[src/rtl/swhf_pkg.sv]
// ----------------------------------------------------------------------------
// swhf_pkg
// Shared constants, request codes and controller/datapath interface types
// for the seed word hit finder.
// ----------------------------------------------------------------------------
package swhf_pkg;

  localparam int unsigned MaxPattern = 64;
  localparam int unsigned MaxWord    = 16;
  localparam int unsigned MaxSeqLen  = 65536;

  localparam int unsigned PatAw    = $clog2(MaxPattern);
  localparam int unsigned PatCntW  = $clog2(MaxPattern + 1);
  localparam int unsigned WinIdxW  = $clog2(MaxWord);
  localparam int unsigned FillW    = $clog2(MaxWord + 1);
  localparam int unsigned WordLenW = 5;
  localparam int unsigned ReqW     = 2;
  localparam int unsigned CharW    = 8;
  localparam int unsigned SeqIdW   = 16;
  localparam int unsigned PosW     = 16;
  localparam int unsigned TotalW   = 32;

  localparam logic [WordLenW-1:0] WordLenReset = 5'd11;

  typedef enum logic [ReqW-1:0] {
    ReqClear  = 2'd0,
    ReqAppend = 2'd1,
    ReqData   = 2'd2
  } req_e;

  // Commands from the controller to the datapath.
  typedef struct packed {
    logic accept;
    logic start;
    logic scan;
    logic flush;
    logic finish;
  } cmd_t;

  // Status from the datapath to the controller.
  typedef struct packed {
    logic scan_done;
    logic flush_done;
    logic hold_vld;
  } sts_t;

endpackage

[src/rtl/swhf_ctrl.sv]
// ----------------------------------------------------------------------------
// swhf_ctrl
// Sequencer that accepts items and steps the datapath through the pattern
// scan and the final hit flush.
// ----------------------------------------------------------------------------
module swhf_ctrl (
  input  logic                       clk_i,
  input  logic                       rst_ni,
  input  logic                       in_valid_i,
  input  logic [swhf_pkg::ReqW-1:0]  req_type_i,
  input  swhf_pkg::sts_t             sts_i,
  output swhf_pkg::cmd_t             cmd_o,
  output logic                       in_stall_o
);
  import swhf_pkg::*;

  typedef enum logic [2:0] {
    StIdle  = 3'b001,
    StScan  = 3'b010,
    StFlush = 3'b100
  } state_e;

  state_e state_q, state_d;
  logic   accept;
  logic   start;

  assign in_stall_o = (state_q != StIdle);
  assign accept     = in_valid_i & (state_q == StIdle);
  assign start      = accept & (req_type_i == ReqData);

  always_comb begin
    state_d = state_q;
    case (state_q)
      StIdle: begin
        if (start) state_d = StScan;
      end
      StScan: begin
        if (sts_i.scan_done) state_d = StFlush;
      end
      StFlush: begin
        if (sts_i.flush_done) state_d = StIdle;
      end
      default: begin
        state_d = StIdle;
      end
    endcase
  end

  always_ff @(posedge clk_i or negedge rst_ni) begin
    if (!rst_ni) begin
      state_q <= StIdle;
    end else begin
      state_q <= state_d;
    end
  end

  assign cmd_o.accept = accept;
  assign cmd_o.start  = start;
  assign cmd_o.scan   = (state_q == StScan);
  assign cmd_o.flush  = (state_q == StFlush);
  assign cmd_o.finish = (state_q == StFlush) & sts_i.flush_done;

endmodule

[src/rtl/swhf_dpath.sv]
// ----------------------------------------------------------------------------
// swhf_dpath
// Pattern memory, character window, candidate wavefront, hit counter, hold
// stage and output register of the seed word hit finder.
// ----------------------------------------------------------------------------
module swhf_dpath (
  input  logic                           clk_i,
  input  logic                           rst_ni,
  input  swhf_pkg::cmd_t                 cmd_i,
  output swhf_pkg::sts_t                 sts_o,
  input  logic [swhf_pkg::ReqW-1:0]      req_type_i,
  input  logic [swhf_pkg::CharW-1:0]     char_code_i,
  input  logic [swhf_pkg::SeqIdW-1:0]    seq_id_i,
  input  logic                           seq_last_i,
  input  logic                           cfg_we_i,
  input  logic [swhf_pkg::WordLenW-1:0]  cfg_wdata_i,
  input  logic                           out_stall_i,
  output logic                           out_valid_o,
  output logic [swhf_pkg::SeqIdW-1:0]    hit_seq_id_o,
  output logic [swhf_pkg::PosW-1:0]      hit_seq_start_o,
  output logic [swhf_pkg::PosW-1:0]      hit_seq_end_o,
  output logic [swhf_pkg::PatAw-1:0]     hit_pat_start_o,
  output logic [swhf_pkg::PatAw-1:0]     hit_pat_end_o,
  output logic [swhf_pkg::TotalW-1:0]    hit_total_o,
  output logic                           last_of_run_o
);
  import swhf_pkg::*;

  localparam logic [PosW-1:0] PosMax = PosW'(MaxSeqLen - 1);

  // Configuration and effective word length minus one.
  logic [WordLenW-1:0] wlen_q;
  logic [WinIdxW-1:0]  wm1_eff, wm1_q;
  logic [FillW-1:0]    wlen_eff;

  // Pattern memory.
  logic [CharW-1:0]    pat_mem [MaxPattern];
  logic [PatCntW-1:0]  pat_cnt_q;
  logic [CharW-1:0]    rd_data_q;
  logic                rd_vld_q;
  logic [PatAw-1:0]    rd_p_q;
  logic [PatCntW-1:0]  iss_q;

  // Window and sequence position.
  logic [CharW-1:0]    win_q [MaxWord];
  logic [FillW-1:0]    fill_q, fill_new;
  logic [PosW-1:0]     pos_q;

  // Item context latched at the start of a scan.
  logic                run_en_q, run_en_d;
  logic [SeqIdW-1:0]   cur_id_q;
  logic                cur_last_q;
  logic [PosW-1:0]     cur_pos_q, cur_start_q;

  // Candidate wavefront and hits.
  logic [MaxWord-1:0]  cand_q, cand_d, eq, wsel, wmask;
  logic                hit;
  logic [PatAw-1:0]    hit_s;
  logic [TotalW-1:0]   cnt_q, cnt_nxt;

  logic                hold_vld_q;
  logic [PatAw-1:0]    hold_s_q, hold_e_q;
  logic [TotalW-1:0]   hold_tot_q;

  logic                out_vld_q;
  logic                last_q;
  logic [SeqIdW-1:0]   o_id_q;
  logic [PosW-1:0]     o_start_q, o_end_q;
  logic [PatAw-1:0]    o_ps_q, o_pe_q;
  logic [TotalW-1:0]   o_tot_q;

  logic clear_req, append, end_clear;
  logic advance, issue_pend, issue, cmp;
  logic load_mid, load_last;

  always_comb begin
    if (wlen_q == '0) begin
      wm1_eff = '0;
    end else if (wlen_q > WordLenW'(MaxWord)) begin
      wm1_eff = WinIdxW'(MaxWord - 1);
    end else begin
      wm1_eff = WinIdxW'(wlen_q - WordLenW'(1));
    end
  end
  assign wlen_eff = FillW'(wm1_eff) + FillW'(1);

  assign clear_req = cmd_i.accept & (req_type_i == ReqClear);
  assign append    = cmd_i.accept & (req_type_i == ReqAppend) &
                     (pat_cnt_q < PatCntW'(MaxPattern));
  assign end_clear = cmd_i.finish & cur_last_q;

  assign fill_new = (fill_q < FillW'(MaxWord)) ? fill_q + FillW'(1) : fill_q;
  assign run_en_d = (fill_new >= wlen_eff) &
                    (pat_cnt_q >= PatCntW'(wlen_eff)) &
                    (pos_q != PosMax) &
                    (pos_q >= PosW'(wm1_eff));

  // The scan only moves when the output register can take a new hit.
  assign advance    = ~out_vld_q | ~out_stall_i;
  assign issue_pend = run_en_q & (iss_q < pat_cnt_q);
  assign issue      = cmd_i.scan & advance & issue_pend;
  assign cmp        = cmd_i.scan & advance & rd_vld_q;

  // A candidate word enters at window index wm1 and steps down one index per
  // pattern character; reaching index zero means all characters matched.
  always_comb begin
    for (int i = 0; i < MaxWord; i++) begin
      eq[i]    = (rd_data_q == win_q[i]);
      wsel[i]  = (WinIdxW'(i) == wm1_q);
      wmask[i] = (WinIdxW'(i) <= wm1_q);
    end
    cand_d = (({1'b0, cand_q[MaxWord-1:1]}) | wsel) & eq & wmask;
  end
  assign hit     = cand_d[0];
  assign hit_s   = rd_p_q - PatAw'(wm1_q);
  assign cnt_nxt = (cnt_q == '1) ? cnt_q : cnt_q + TotalW'(1);

  assign load_mid  = cmp & hit & hold_vld_q;
  assign load_last = cmd_i.flush & advance & hold_vld_q;

  always_ff @(posedge clk_i) begin
    if (append) begin
      pat_mem[pat_cnt_q[PatAw-1:0]] <= char_code_i;
    end
    if (issue) begin
      rd_data_q <= pat_mem[iss_q[PatAw-1:0]];
    end
  end

  always_ff @(posedge clk_i or negedge rst_ni) begin
    if (!rst_ni) begin
      wlen_q     <= WordLenReset;
      pat_cnt_q  <= '0;
      fill_q     <= '0;
      pos_q      <= '0;
      run_en_q   <= 1'b0;
      rd_vld_q   <= 1'b0;
      iss_q      <= '0;
      cand_q     <= '0;
      cnt_q      <= '0;
      hold_vld_q <= 1'b0;
      out_vld_q  <= 1'b0;
      cur_last_q <= 1'b0;
      for (int i = 0; i < MaxWord; i++) begin
        win_q[i] <= '0;
      end
    end else begin
      if (cfg_we_i) begin
        wlen_q <= cfg_wdata_i;
      end

      if (clear_req) begin
        pat_cnt_q <= '0;
      end else if (append) begin
        pat_cnt_q <= pat_cnt_q + PatCntW'(1);
      end

      if (clear_req | end_clear) begin
        fill_q <= '0;
        pos_q  <= '0;
        for (int i = 0; i < MaxWord; i++) begin
          win_q[i] <= '0;
        end
      end else if (cmd_i.start) begin
        fill_q <= fill_new;
        if (pos_q != PosMax) pos_q <= pos_q + PosW'(1);
        win_q[0] <= char_code_i;
        for (int i = 1; i < MaxWord; i++) begin
          win_q[i] <= win_q[i-1];
        end
      end

      if (cmd_i.start) begin
        run_en_q   <= run_en_d;
        cur_last_q <= seq_last_i;
        iss_q      <= '0;
        cand_q     <= '0;
        rd_vld_q   <= 1'b0;
      end else begin
        if (cmd_i.scan & advance) rd_vld_q <= issue;
        if (issue) iss_q <= iss_q + PatCntW'(1);
        if (cmp) cand_q <= cand_d;
      end

      if (clear_req) begin
        cnt_q <= '0;
      end else if (cmp & hit) begin
        cnt_q <= cnt_nxt;
      end

      if (cmp & hit) begin
        hold_vld_q <= 1'b1;
      end else if (load_last) begin
        hold_vld_q <= 1'b0;
      end

      if (load_mid | load_last) begin
        out_vld_q <= 1'b1;
      end else if (!out_stall_i) begin
        out_vld_q <= 1'b0;
      end
    end
  end

  // Payload registers.
  always_ff @(posedge clk_i) begin
    if (cmd_i.start) begin
      wm1_q       <= wm1_eff;
      cur_id_q    <= seq_id_i;
      cur_pos_q   <= pos_q;
      cur_start_q <= pos_q - PosW'(wm1_eff);
    end
    if (issue) begin
      rd_p_q <= iss_q[PatAw-1:0];
    end
    if (cmp & hit) begin
      hold_s_q   <= hit_s;
      hold_e_q   <= rd_p_q;
      hold_tot_q <= cnt_nxt;
    end
    if (load_mid | load_last) begin
      o_id_q    <= cur_id_q;
      o_start_q <= cur_start_q;
      o_end_q   <= cur_pos_q;
      o_ps_q    <= hold_s_q;
      o_pe_q    <= hold_e_q;
      o_tot_q   <= hold_tot_q;
      last_q    <= load_last;
    end
  end

  assign sts_o.scan_done  = ~issue_pend & ~rd_vld_q;
  assign sts_o.flush_done = ~hold_vld_q | advance;
  assign sts_o.hold_vld   = hold_vld_q;

  assign out_valid_o     = out_vld_q;
  assign hit_seq_id_o    = o_id_q;
  assign hit_seq_start_o = o_start_q;
  assign hit_seq_end_o   = o_end_q;
  assign hit_pat_start_o = o_ps_q;
  assign hit_pat_end_o   = o_pe_q;
  assign hit_total_o     = o_tot_q;
  assign last_of_run_o   = last_q;

endmodule

[src/rtl/seed_word_hit_finder.sv]
// ----------------------------------------------------------------------------
// seed_word_hit_finder
// Exact seed word hit finder: loads a query pattern, cuts it into every
// overlapping word of the configured length and reports each occurrence of
// any of those words in a stream of database characters.
// ----------------------------------------------------------------------------
//
//   Channel | Direction | Handshake                | Payload
//   --------+-----------+--------------------------+-------------------------
//   in      | input     | in_valid_i / in_stall_o  | req_type, char, seq id
//   out     | output    | out_valid_o / out_stall_i| one hit per item
//   cfg     | input     | cfg_we_i                 | word length (5 bits)
//
// A clear or pattern append item leaves the controller idle. A database
// character steps it from idle through the scan and flush states back to
// idle; the scan reads the pattern memory through its single read port,
// one character per cycle unless the output stalls.
// A stalled output register freezes the scan until the pending hit is taken.
// Reset is asynchronous and active low; the pattern memory is not cleared, as
// only entries below the pattern count are ever read.
//
// The scan walks the pattern in ascending order. Each pattern character is
// compared against all window characters at once, and a wavefront of
// candidate words, one bit per window index, carries partial matches forward.
// A completed word is parked in a hold stage so the last hit of a character
// can be flagged once the scan is over.
// ----------------------------------------------------------------------------
module seed_word_hit_finder (
  input  logic                           clk_i,
  input  logic                           rst_ni,
  input  logic                           in_valid_i,
  output logic                           in_stall_o,
  input  logic [swhf_pkg::ReqW-1:0]      req_type_i,
  input  logic [swhf_pkg::CharW-1:0]     char_code_i,
  input  logic [swhf_pkg::SeqIdW-1:0]    seq_id_i,
  input  logic                           seq_last_i,
  input  logic                           cfg_we_i,
  input  logic [swhf_pkg::WordLenW-1:0]  cfg_wdata_i,
  output logic                           out_valid_o,
  input  logic                           out_stall_i,
  output logic [swhf_pkg::SeqIdW-1:0]    hit_seq_id_o,
  output logic [swhf_pkg::PosW-1:0]      hit_seq_start_o,
  output logic [swhf_pkg::PosW-1:0]      hit_seq_end_o,
  output logic [swhf_pkg::PatAw-1:0]     hit_pat_start_o,
  output logic [swhf_pkg::PatAw-1:0]     hit_pat_end_o,
  output logic [swhf_pkg::TotalW-1:0]    hit_total_o,
  output logic                           last_of_run_o
);
  import swhf_pkg::*;

  cmd_t cmd;
  sts_t sts;

  // The controller owns the input handshake and sequences each item.
  swhf_ctrl u_ctrl (
    .clk_i      (clk_i),
    .rst_ni     (rst_ni),
    .in_valid_i (in_valid_i),
    .req_type_i (req_type_i),
    .sts_i      (sts),
    .cmd_o      (cmd),
    .in_stall_o (in_stall_o)
  );

  // The datapath holds all storage and drives the output channel.
  swhf_dpath u_dpath (
    .clk_i           (clk_i),
    .rst_ni          (rst_ni),
    .cmd_i           (cmd),
    .sts_o           (sts),
    .req_type_i      (req_type_i),
    .char_code_i     (char_code_i),
    .seq_id_i        (seq_id_i),
    .seq_last_i      (seq_last_i),
    .cfg_we_i        (cfg_we_i),
    .cfg_wdata_i     (cfg_wdata_i),
    .out_stall_i     (out_stall_i),
    .out_valid_o     (out_valid_o),
    .hit_seq_id_o    (hit_seq_id_o),
    .hit_seq_start_o (hit_seq_start_o),
    .hit_seq_end_o   (hit_seq_end_o),
    .hit_pat_start_o (hit_pat_start_o),
    .hit_pat_end_o   (hit_pat_end_o),
    .hit_total_o     (hit_total_o),
    .last_of_run_o   (last_of_run_o)
  );

  // A hit spans the same number of characters in the sequence and the pattern.
  assert property (@(posedge clk_i) disable iff (!rst_ni)
    out_valid_o |-> ((hit_seq_end_o - hit_seq_start_o) ==
                     PosW'(hit_pat_end_o - hit_pat_start_o)))
    else $error("hit span differs between sequence and pattern");

  // No parked hit may remain once the block is ready for the next item.
  assert property (@(posedge clk_i) disable iff (!rst_ni)
    !in_stall_o |-> !sts.hold_vld)
    else $error("hold stage still full while idle");

  // New hits are only produced while an item is being processed.
  assert property (@(posedge clk_i) disable iff (!rst_ni)
    $rose(out_valid_o) |-> $past(in_stall_o))
    else $error("hit produced while idle");

  // A flush is only finished when the hold stage is empty or drains now.
  assert property (@(posedge clk_i) disable iff (!rst_ni)
    cmd.finish |=> !sts.hold_vld)
    else $error("hold stage not empty after flush");

endmodule

[config.mk]
export PLATFORM = sky130hd
export DESIGN_NAME = seed_word_hit_finder
export DESIGN_NICKNAME = d
export VERILOG_FILES = /design/src/rtl/swhf_pkg.sv /design/src/rtl/swhf_ctrl.sv /design/src/rtl/swhf_dpath.sv /design/src/rtl/seed_word_hit_finder.sv
export SDC_FILE = /design/constraint.sdc
export NUM_CORES = 1
export LEC_CHECK = 0
export ABC_AREA = 1
export ABC_CLOCK_PERIOD_IN_PS = 9300
export BUFFER_PORTS_ARGS = -buffer_cell sky130_fd_sc_hd__buf_2
export CORE_ASPECT_RATIO = 0.9
export CORE_UTILIZATION = 37
export CTS_BUF_LIST = sky130_fd_sc_hd__clkbuf_2
export DETAILED_ROUTE_END_ITERATION = 10
export GPL_TIMING_DRIVEN = 1
export PLACE_DENSITY_LB_ADDON = 0.25
export SYNTH_ARGS = -nofsm -noshare
export SYNTH_HDL_FRONTEND = slang
export SYNTH_SLANG_ARGS = --single-unit
[constraint.sdc]
create_clock -name clk_i -period 9.3 [get_ports clk_i]
set_clock_uncertainty 0.15 [all_clocks]
set_input_delay 0.93 -clock clk_i [delete_from_list [all_inputs] [get_ports clk_i]]
set_output_delay 0.93 -clock clk_i [all_outputs]
set_load 0.005 [all_outputs]
Word-level counts from Yosys, hierarchy flattened
Memory sizes are Yosys's and may differ from the RTL's. A register that Yosys moved wholly into a read port is not among the register bits. Index checks and enable logic that the tools add are counted.

$add $sub $neg: 9. Magnitude comparators: 23. Equal/unequal tests: 43. Mux-type cells: 31. Bitwise logic cells: 31. Reductions and logical operators: 13.

Operators with widths (count): $mux W128 (2); $eq A8 B8 Y1 (16); $mux W32 (3); $mux W16 (5); $add A32 B1 Y32 const B (1); $and A16 B16 Y16 (2); $eq A32 B32 Y1 const B (1); $eq A4 B4 Y1 const A (8); $le A4 B4 Y1 const A (8); $mux W7 (4); $and A1 B1 Y1 (19); $add A16 B1 Y16 const B (1); $eq A3 B4 Y1 const A (4); $ge A16 B4 Y1 (1); $le A3 B4 Y1 const A (4); $ne A16 B16 Y1 const B (1); $or A15 B16 Y16 (1); $reduce_bool A2 Y1 (8); $sub A16 B4 Y16 (1); $mux W5 (3); $add A7 B1 Y7 const B (2); $mux W3 (3); $pmux W3 S3 (1); $eq A2 B4 Y1 const A (2); other kinds (30) (49).

Flip-flop bits (word level): 419. Memory bits (writable): 512. Bits of input ports: 37. Output and inout bits: 95. Word-level logic and storage cells: 195. Memories: 1.

Memories: u_dpath.pat_mem (words 64, width 8, rd ports 1, clocked after Yosys merged registers in 1, wr ports 1, line swhf_dpath.sv:37) `logic [CharW-1:0] pat_mem [MaxPattern];`.

Depth between registers and ports, before layout
Gate-level depths: netlist (run 1).

Depth in word-level cells: 8. Gate-level depth with buffers: 21. Gate-level depth less buffers: 21.

Cells and area by module
A second synthesis (run 1) with hierarchy kept.

Cell total of the unflattened synthesis: 3389. Area, all modules: 39253.9 um2.

Modules (own cells, without submodules): swhf_dpath (instances 1, cells an instance 3356, area each 39011.2 um2); swhf_ctrl (instances 1, cells an instance 33, area each 242.7 um2).

Least setup slack after synthesis (run 1)
OpenSTA, ideal clock, no wires.

Path type: input to register. Start: input out_stall_i. End: register u_dpath.out_vld_q, in the netlist u_dpath.out_valid_o. Data arrival time: 6.420 ns. Required time: 9.058 ns. Setup slack: 2.638 ns. Stages: 8. Buffers on the path: 0. Path through: nand2_1 -> inv_1 -> nor2_1 -> nand2_1 -> nor2_1 -> nand4_2 -> o21bai_1 -> or2_2.

Cells in the longest elaborated chain, start to end: 8. Elaborated cells between the ends (all ways): 11. Those cells by class: 1 x eq/ne; 1 x mux; 9 x bitwise.

RTL lines: from (decl) (line seed_word_hit_finder.sv:40) `input logic out_stall_i,`; $not A1 Y1 (line swhf_dpath.sv:99) `assign advance = ~out_vld_q | ~out_stall_i;`; $or A1 B1 Y1 (line swhf_dpath.sv:99); $and A1 B1 Y1 (2 in a row) (line swhf_dpath.sv:102) `assign cmp = cmd_i.scan & advance & rd_vld_q;`; $and A1 B1 Y1 (2 in a row) (line swhf_dpath.sv:118) `assign load_mid = cmp & hit & hold_vld_q;`; $or A1 B1 Y1 (line swhf_dpath.sv:197) `if (load_mid | load_last) begin`; $ne A2 B1 Y1 (no line) / $mux W1 (equally long branches); to (signal assigned) (line swhf_dpath.sv:142) `out_vld_q <= 1'b0;`; to (signal assigned) (line swhf_dpath.sv:198) `out_vld_q <= 1'b1;`; to (signal assigned) (line swhf_dpath.sv:200) `out_vld_q <= 1'b0;`; to (decl) (line swhf_dpath.sv:65) `logic out_vld_q;`.

Several ways; a longest one is shown, not always the timed one. A chain may end at the register's enable or synchronous reset.

Worst setup path in the final report (run 1)
Start: register u_dpath.pat_cnt_q[6]. End: memory u_dpath.pat_mem[47][7], enable pin.

Cells in the longest elaborated chain, start to end: 4.

RTL lines: from (decl) (line swhf_dpath.sv:38) `logic [PatCntW-1:0] pat_cnt_q;`; from (signal assigned) (line swhf_dpath.sv:155) `pat_cnt_q <= pat_cnt_q + PatCntW'(1);`; $lt A7 B7 Y1 (line swhf_dpath.sv:89) `(pat_cnt_q < PatCntW'(MaxPattern));`; $and A1 B1 Y1 (line swhf_dpath.sv:88) `assign append = cmd_i.accept & (req_type_i == ReqAppend) &`; $mux W1 (line swhf_dpath.sv:122) `if (append) begin`; $mux W1 (not written as such) (line swhf_dpath.sv:123) `pat_mem[pat_cnt_q[PatAw-1:0]] <= char_code_i;`; to (decl) (line swhf_dpath.sv:37).

No other way between the ends.

==> results of run 1 <==
## layout make-up
type	instances	area, um^2
repair buffers	238	1680
multi-input cells	1904	10000
diodes	3	7.51
inverters	286	1080
flip-flops and latches	938	27100
clock buffers	360	1800
fillers	9956	60100
well taps	1368	1710
clock inverters	49	328
## worst min path at each step
stage,to,depth (start not counted)
finish,u_dpath.hit_pat_end_o[4],0
global route,u_dpath.pat_mem[51][0],2
CTS,u_dpath.out_valid_o,5
detailed placement,u_dpath.hit_seq_end_o[15],0
global placement,u_dpath.hit_seq_id_o[11],0
floorplan,u_dpath.hit_pat_end_o[0],0
## layout by cell type (no fill, tap or decap), drive strengths merged, types with 2 or more instances in the layout
cell type    synthesis  layout
dlygate4sd3          0      72
edfxtp             715     715
dfrtp              219     219
a22o                 2       2
a211oi               5       5
a2111oi              3       3
nor3                33      33
ha                  30      30
clkbuf              93     360
o22ai              205     205
o21ai              333     333
o211ai              11      11
nor2               439     439
diode                0       3
xor2                80      80
nand2              377     377
a21oi               57      57
dfstp                4       4
o32ai                4       4
o221ai              56      56
nand4               41      41
buf                 72     166
or2                  5       5
o31ai                6       6
o2111ai              6       6
a221oi               2       2
nand3              155     155
inv                277     285
xnor2               23      23
bufinv               0       2
clkinv               9      48
fa                   2       2
a21boi               2       2
nor4                20      20
## cells in the mapped netlist, types with 2 or more instances
cell / instances / area share [%]
sky130_fd_sc_hd__clkbuf_1: 93 / 0.90
sky130_fd_sc_hd__nor3_1: 29 / 0.37
sky130_fd_sc_hd__inv_1: 269 / 2.6
sky130_fd_sc_hd__or2_2: 5 / 0.081
sky130_fd_sc_hd__o32ai_1: 4 / 0.090
sky130_fd_sc_hd__nor3_2: 4 / 0.10
sky130_fd_sc_hd__buf_4: 2 / 0.039
sky130_fd_sc_hd__inv_2: 8 / 0.077
sky130_fd_sc_hd__nand2_2: 2 / 0.032
sky130_fd_sc_hd__a22o_1: 2 / 0.045
sky130_fd_sc_hd__o22ai_1: 205 / 3.3
sky130_fd_sc_hd__ha_1: 30 / 0.97
sky130_fd_sc_hd__dfstp_2: 4 / 0.27
sky130_fd_sc_hd__nand2_4: 2 / 0.058
sky130_fd_sc_hd__a211oi_1: 5 / 0.097
sky130_fd_sc_hd__nand2_1: 373 / 3.6
sky130_fd_sc_hd__edfxtp_1: 715 / 55
sky130_fd_sc_hd__clkinv_1: 9 / 0.087
sky130_fd_sc_hd__nor2_4: 4 / 0.12
sky130_fd_sc_hd__xnor2_1: 23 / 0.52
sky130_fd_sc_hd__o31ai_1: 6 / 0.12
sky130_fd_sc_hd__nand3_1: 152 / 2.0
sky130_fd_sc_hd__xor2_1: 80 / 1.8
sky130_fd_sc_hd__o2111ai_1: 6 / 0.14
sky130_fd_sc_hd__nand4_2: 2 / 0.064
sky130_fd_sc_hd__nand4_1: 39 / 0.63
sky130_fd_sc_hd__a21boi_0: 2 / 0.039
sky130_fd_sc_hd__a2111oi_0: 3 / 0.068
sky130_fd_sc_hd__nor4_1: 19 / 0.31
sky130_fd_sc_hd__fa_1: 2 / 0.10
sky130_fd_sc_hd__a21oi_1: 56 / 0.72
sky130_fd_sc_hd__nor2_2: 6 / 0.097
sky130_fd_sc_hd__nor2_1: 428 / 4.1
sky130_fd_sc_hd__nand3_2: 3 / 0.077
sky130_fd_sc_hd__buf_2: 51 / 0.66
sky130_fd_sc_hd__o21ai_0: 327 / 4.2
sky130_fd_sc_hd__dfrtp_1: 219 / 14
sky130_fd_sc_hd__o21ai_1: 6 / 0.077
sky130_fd_sc_hd__o211ai_1: 11 / 0.21
sky130_fd_sc_hd__a221oi_1: 2 / 0.045
sky130_fd_sc_hd__buf_1: 19 / 0.18
sky130_fd_sc_hd__o221ai_1: 56 / 1.3
## worst max-delay path: stages, from the launching register on
cell                            delay (ps)
sky130_fd_sc_hd__dfrtp_1               420
sky130_fd_sc_hd__inv_1                 360
sky130_fd_sc_hd__nand4_2               350
sky130_fd_sc_hd__dlygate4sd3_1         810
sky130_fd_sc_hd__nor2_2                220
sky130_fd_sc_hd__nand2_1               410
sky130_fd_sc_hd__nor2_1                260
sky130_fd_sc_hd__inv_1                 100
sky130_fd_sc_hd__nor3_1                960
## cell families after synthesis
group / synth area share [%]
compound gates: 10.6
xor+xnor: 2.32
fa+ha+maj: 1.07
buf+inv: 4.55
flops: 69.7
mux: 0.0290
simple gates: 11.8
## routing by layer
| metal | up-vias | GRT usage [%] | share of wire (%) |
|---|---|---|---|
| li1 | 12497 | - | - |
| met3 | 166 | 3.53 | 6.6 |
| met1 | 12944 | 27.1 | 47 |
| met4 | 0 | 6.59 | 2.0 |
| met5 | - | 0 | 0 |
| met2 | 1008 | 28.3 | 45 |
## per-stage QoR
stage / area (um^2) / worst slack, ps / power [mW]
6_report: 43700 / 4830 / 8.80
5_1_grt: 43700 / 4640 / 9.26
4_1_cts: 43700 / 4870 / 8.89
3_5_place_dp: 40800 / 4880 / 6.07
3_3_place_gp: 40800 / 4940 / 6.06
2_1_floorplan: 38800 / 2640 / 5.67
## sequential cells by signal, summed over array words and instances (netlist names), 16 cells and up
signal                   cells
u_dpath.win_q              128
u_dpath.cur_id_q            16
u_dpath.cur_start_q         16
u_dpath.hold_tot_q          32
u_dpath.pos_q               16
u_dpath.cnt_q               32
u_dpath.hit_seq_id_o        16
u_dpath.pat_mem            512
u_dpath.hit_total_o         32
u_dpath.hit_seq_start_o     16
u_dpath.hit_seq_end_o       16
u_dpath.cur_pos_q           16
## power by group
part	leakage (nW)	internal (mW)	total, mW	switching (mW)
sequential	9.55	4.70	4.85	0.146
clock	1.66	1.10	2.79	1.68
combinational	5.33	0.366	1.16	0.798
total	16.5	6.17	8.80	2.63
==> flow_metrics.tcl, run 1 <==
set metrics [dict create \
    grt_pass1_wl_um 153000 \
    timing_worst_slew_pin_value_ps 1260 \
    ios 132 \
    synth.distinct_cells 52 \
    yosysSeqAreaShare_pct 69.7 \
    h_tree_depth_reported_by_cts 4 \
    placement_rows 112 \
    fin_hold_ws_ps 224 \
    postCtsResizedCells 0 \
    maxSlewHeadroom_pct 15.2 \
    finalWirelength_um 100000 \
    timing.fmax_mhz 224 \
    start_util_pct 37.4 \
    flow.area_growth_from_synthesis_pct 12.6 \
    synth_edf_count 715 \
    asyncSetResetFlopFracSynth_pct 23.8 \
    grt_usage_pct 18.8 \
    die_area_mm2 0.106 \
    vias 26615 \
    place.port_buffers 131 \
    post-route-min-period_ps 4470 \
    placeableCoreArea_mm2 0.104 \
    worst_hold_startpoint "u_dpath.hold_e_q[4]" \
    power_per_unit_of_standard_cell_area_mw_per_mm2 201 \
    ctsLongestPathBuffers 3 \
    regToRegEndpoint "u_dpath.pat_mem[47][7]" \
    power.ir.vdd_worst_mv 0.105 \
    routabilityCongestion 0.882 \
    residual_overflow_from_global_routing 0 \
    setup.worst_path.class "reg -> reg" \
    placed_cells_incl_taps 4661 \
    worst_setup_sp_type "flop" \
    detailedRoute.firstPassIterationCount 9 \
    chipHeight_um 309 \
    synth_cells 3293 \
    worst_r2r_startpoint "u_dpath.pat_cnt_q[6]" \
    slew_viol_final 0 \
    die_w_um 343 \
    critical_path_arrival_ps 5390 \
    ys_ff_latch 938 \
    cts_setup_buffers 0 \
    drtIter0Drc 2396 \
    design.final.nets 3665 \
    grt_start_max_net_pins 209 \
    synth_area_per_cell_um2 11.8 \
    clk-insertion-delay-late_ps 1530 \
    worst-r2r-cell-count 8 \
    first_global_vias 25843 \
    cts_bufs_inserted 228 \
    cts_hold_buffers 73 \
    grt_antenna_before_repair 4 \
    number_of_design_rule_violations_left_after_detail_routing 0 \
    cp-end-kind "flop" \
    layout-drive-gt1-share_pct 16.0 \
    layout_worst_path_cycle_share_pct 48.1 \
    setup_viol 0 \
    core_util_final_pct 42.1 \
    hpwl_um 59700 \
    final_cells 5146 \
    outcome "complete, no violations" \
    power_leakage_nw 16.5 \
    cp.required_ps 10220 \
    post_drt_via_cell_ratio 5.17 \
    antenna_nets_post_route 0 \
    max_cap_viol_count 0 \
    ys.warnings.count 0 \
    crit_path_start "u_dpath.pat_cnt_q[6]" \
    critical_path.endpoint "u_dpath.pat_mem[47][7]" \
    synth_nets 3362 \
    route.detailed.wl_per_inst_um 19.5 \
    clk_pin_slew_ps 100 \
    synth.cell_area_mm2 0.0388 \
    reg2reg_setup_slack_ps 4830 \
    root_buffer "sky130_fd_sc_hd__clkbuf_2" \
    rsz_0062_raised_after_global_routing "false" \
    ys_dominant_reg_cell "sky130_fd_sc_hd__edfxtp_1" \
    hold_viol_final 0 \
    setup_total_negative_slack_ps 0 \
    crit_path_max_fanout 8 \
    holdCritPathClass "reg -> reg" \
    tritoncts "yes" \
    clock_sinks 938 \
]
No activity file was read; power rests on OpenSTA's default activity.
==> run 2, diff against run 1 <==
- ABC_CLOCK_PERIOD_IN_PS: 9300 -> 4300
- clock period: 9.3 -> 4.3 ns (I/O delays scaled with it)
==> run 2 against run 1 <==
Sequential share of layout area shrank 1.4 points. Total power is 120% higher. Via count rose by 2.4%. Global-route usage is 0.97 points higher. Core utilization grew 0.96 points. Largest cell class unchanged.
==> flow_metrics.tcl, run 2 (synthesis gave the netlist of run 1 again) <==
set metrics [dict create \
    drtIter0Drc 2533 \
    placeableCoreArea_mm2 0.104 \
    ctsLongestPathBuffers 3 \
    most-common-layout-cells "715 x sky130_fd_sc_hd__edfxtp_1, 426 x sky130_fd_sc_hd__nor2_1, 373 x sky130_fd_sc_hd__nand2_1" \
    route.detailed.wl_per_inst_um 20.0 \
    power_leakage_nw 17.0 \
    root_buffer "sky130_fd_sc_hd__clkbuf_2" \
    antenna_nets_post_route 0 \
    number_of_design_rule_violations_left_after_detail_routing 0 \
    placed_cells_incl_taps 4728 \
    layout_worst_path_cycle_share_pct 87.2 \
    setup_total_negative_slack_ps 0 \
    grt_start_max_net_pins 142 \
    die_area_mm2 0.106 \
    grt_usage_pct 19.8 \
    setup_viol 0 \
    hold_viol_final 0 \
    vias 27243 \
    setup.worst_path.class "reg -> reg" \
    chipHeight_um 309 \
    layout-drive-gt1-share_pct 17.0 \
    tritoncts "yes" \
    max_cap_viol_count 0 \
    regToRegEndpoint "u_dpath.pat_mem[14][1]" \
    post-route-min-period_ps 3750 \
    die_w_um 343 \
    final_common_cell "sky130_fd_sc_hd__edfxtp_1" \
    timing.fmax_mhz 267 \
    detailedRoute.firstPassIterationCount 6 \
    rsz_0062_raised_after_global_routing "false" \
    dp_worst_setup_slack_ps 795 \
    power_per_unit_of_standard_cell_area_mw_per_mm2 428 \
    critical_path_arrival_ps 4620 \
    start_util_pct 37.4 \
    crit_path_start "u_ctrl.state_q[0]" \
    worst_setup_sp_type "flop" \
    flow.area_growth_from_synthesis_pct 15.2 \
    place.port_buffers 131 \
    ios 132 \
    worst-r2r-cell-count 7 \
    clock_sinks 938 \
    post_drt_via_cell_ratio 5.19 \
    residual_overflow_from_global_routing 0 \
    hpwl_um 64900 \
    design.final.nets 3763 \
    cts_setup_buffers 0 \
    power.ir.vdd_worst_mv 0.189 \
    total_power_mw 19.1 \
    maxSlewHeadroom_pct 15.1 \
    critical_path.endpoint "u_dpath.pat_mem[14][1]" \
    worst_r2r_startpoint "u_ctrl.state_q[0]" \
    h_tree_depth_reported_by_cts 4 \
    first_global_vias 26505 \
    core_util_final_pct 43.0 \
    cts_bufs_inserted 224 \
    final_cells 5251 \
    largest_reg_flops 512 \
    placement_rows 112 \
    grt_pass1_wl_um 160000 \
    reg2reg_setup_slack_ps 550 \
    timing_worst_slew_pin_value_ps 1270 \
    outcome "complete, no violations" \
    grt_antenna_before_repair 4 \
    slew_viol_final 0 \
    cp-end-kind "flop" \
    routabilityCongestion 0.883 \
    finalWirelength_um 105000 \
    holdCritPathClass "in -> reg" \
    clk-insertion-delay-late_ps 1550 \
    clk_pin_slew_ps 100 \
    crit_path_max_fanout 8 \
    cp.required_ps 5170 \
    setup_slack_ps 551 \
]
run 2: per-stage QoR:
| step | hold slack, ps | cell area (um^2) |
|---|---|---|
| after floorplan | -15.6 | 38800 |
| after global placement | 251 | 41400 |
| after detailed placement | 255 | 41400 |
| after CTS | 18.3 | 44700 |
| after global routing | 75.0 | 44700 |
| final | 177 | 44700 |
run 2: repair_timing:
action / CTS / global route
hold buffers: 108 / 0
setup endpoints to repair: 0 / 0
endpoints found under the hold margin: 1502 / 0
resized for setup: 0 / 0
run 2: layer usage:
metal  vias up  share of wire [%]  global-route usage (%)
met1     13236                 46                    28.7
met3       196                7.6                    4.34
met2      1117                 44                    29.2
met4         4                2.4                    6.76
li1      12690                  -                       -
met5         -              0.064                   0.362
run 2: worst max-delay path, cell delays in order, from the launching register on:
cell                            delay (ps)
sky130_fd_sc_hd__dfstp_2               560
sky130_fd_sc_hd__nand3_2               120
sky130_fd_sc_hd__nor2_4                140
sky130_fd_sc_hd__nand4_2               130
sky130_fd_sc_hd__dlygate4sd3_1         710
sky130_fd_sc_hd__nor2_1                230
sky130_fd_sc_hd__nand2_1               510
sky130_fd_sc_hd__nor2_1                810
run 2: cell type report:
| cell class | instances | area [um^2] |
|---|---|---|
| inverters | 286 | 1080 |
| repair buffers | 340 | 2700 |
| fillers | 9888 | 59100 |
| flip-flops and latches | 938 | 27100 |
| clock inverters | 65 | 389 |
| multi-input cells | 1904 | 10000 |
| clock buffers | 345 | 1730 |
| well taps | 1368 | 1710 |
| diodes | 5 | 12.5 |
run 2: how the worst min path moves through the flow:
stage | slack, ps | start | endpoint | cells after the start
2_1_floorplan | -20 | rst_ni | u_ctrl.state_q[1] | 0
5_1_grt | 80 | seq_id_i[13] | u_dpath.cur_id_q[13] | 3
3_5_place_dp | 250 | u_dpath.cur_start_q[13] | u_dpath.hit_seq_start_o[13] | 0
6_report | 180 | seq_id_i[1] | u_dpath.cur_id_q[1] | 3
3_3_place_gp | 250 | u_dpath.hold_tot_q[26] | u_dpath.hit_total_o[26] | 0
4_1_cts | 20 | seq_id_i[13] | u_dpath.cur_id_q[13] | 3
run 2: power by group:
group	switching, mW	leakage [nW]	internal (mW)
Sequential	0.300	9.55	10.2
Clock	3.63	1.61	2.34
Combinational	1.82	5.87	0.872
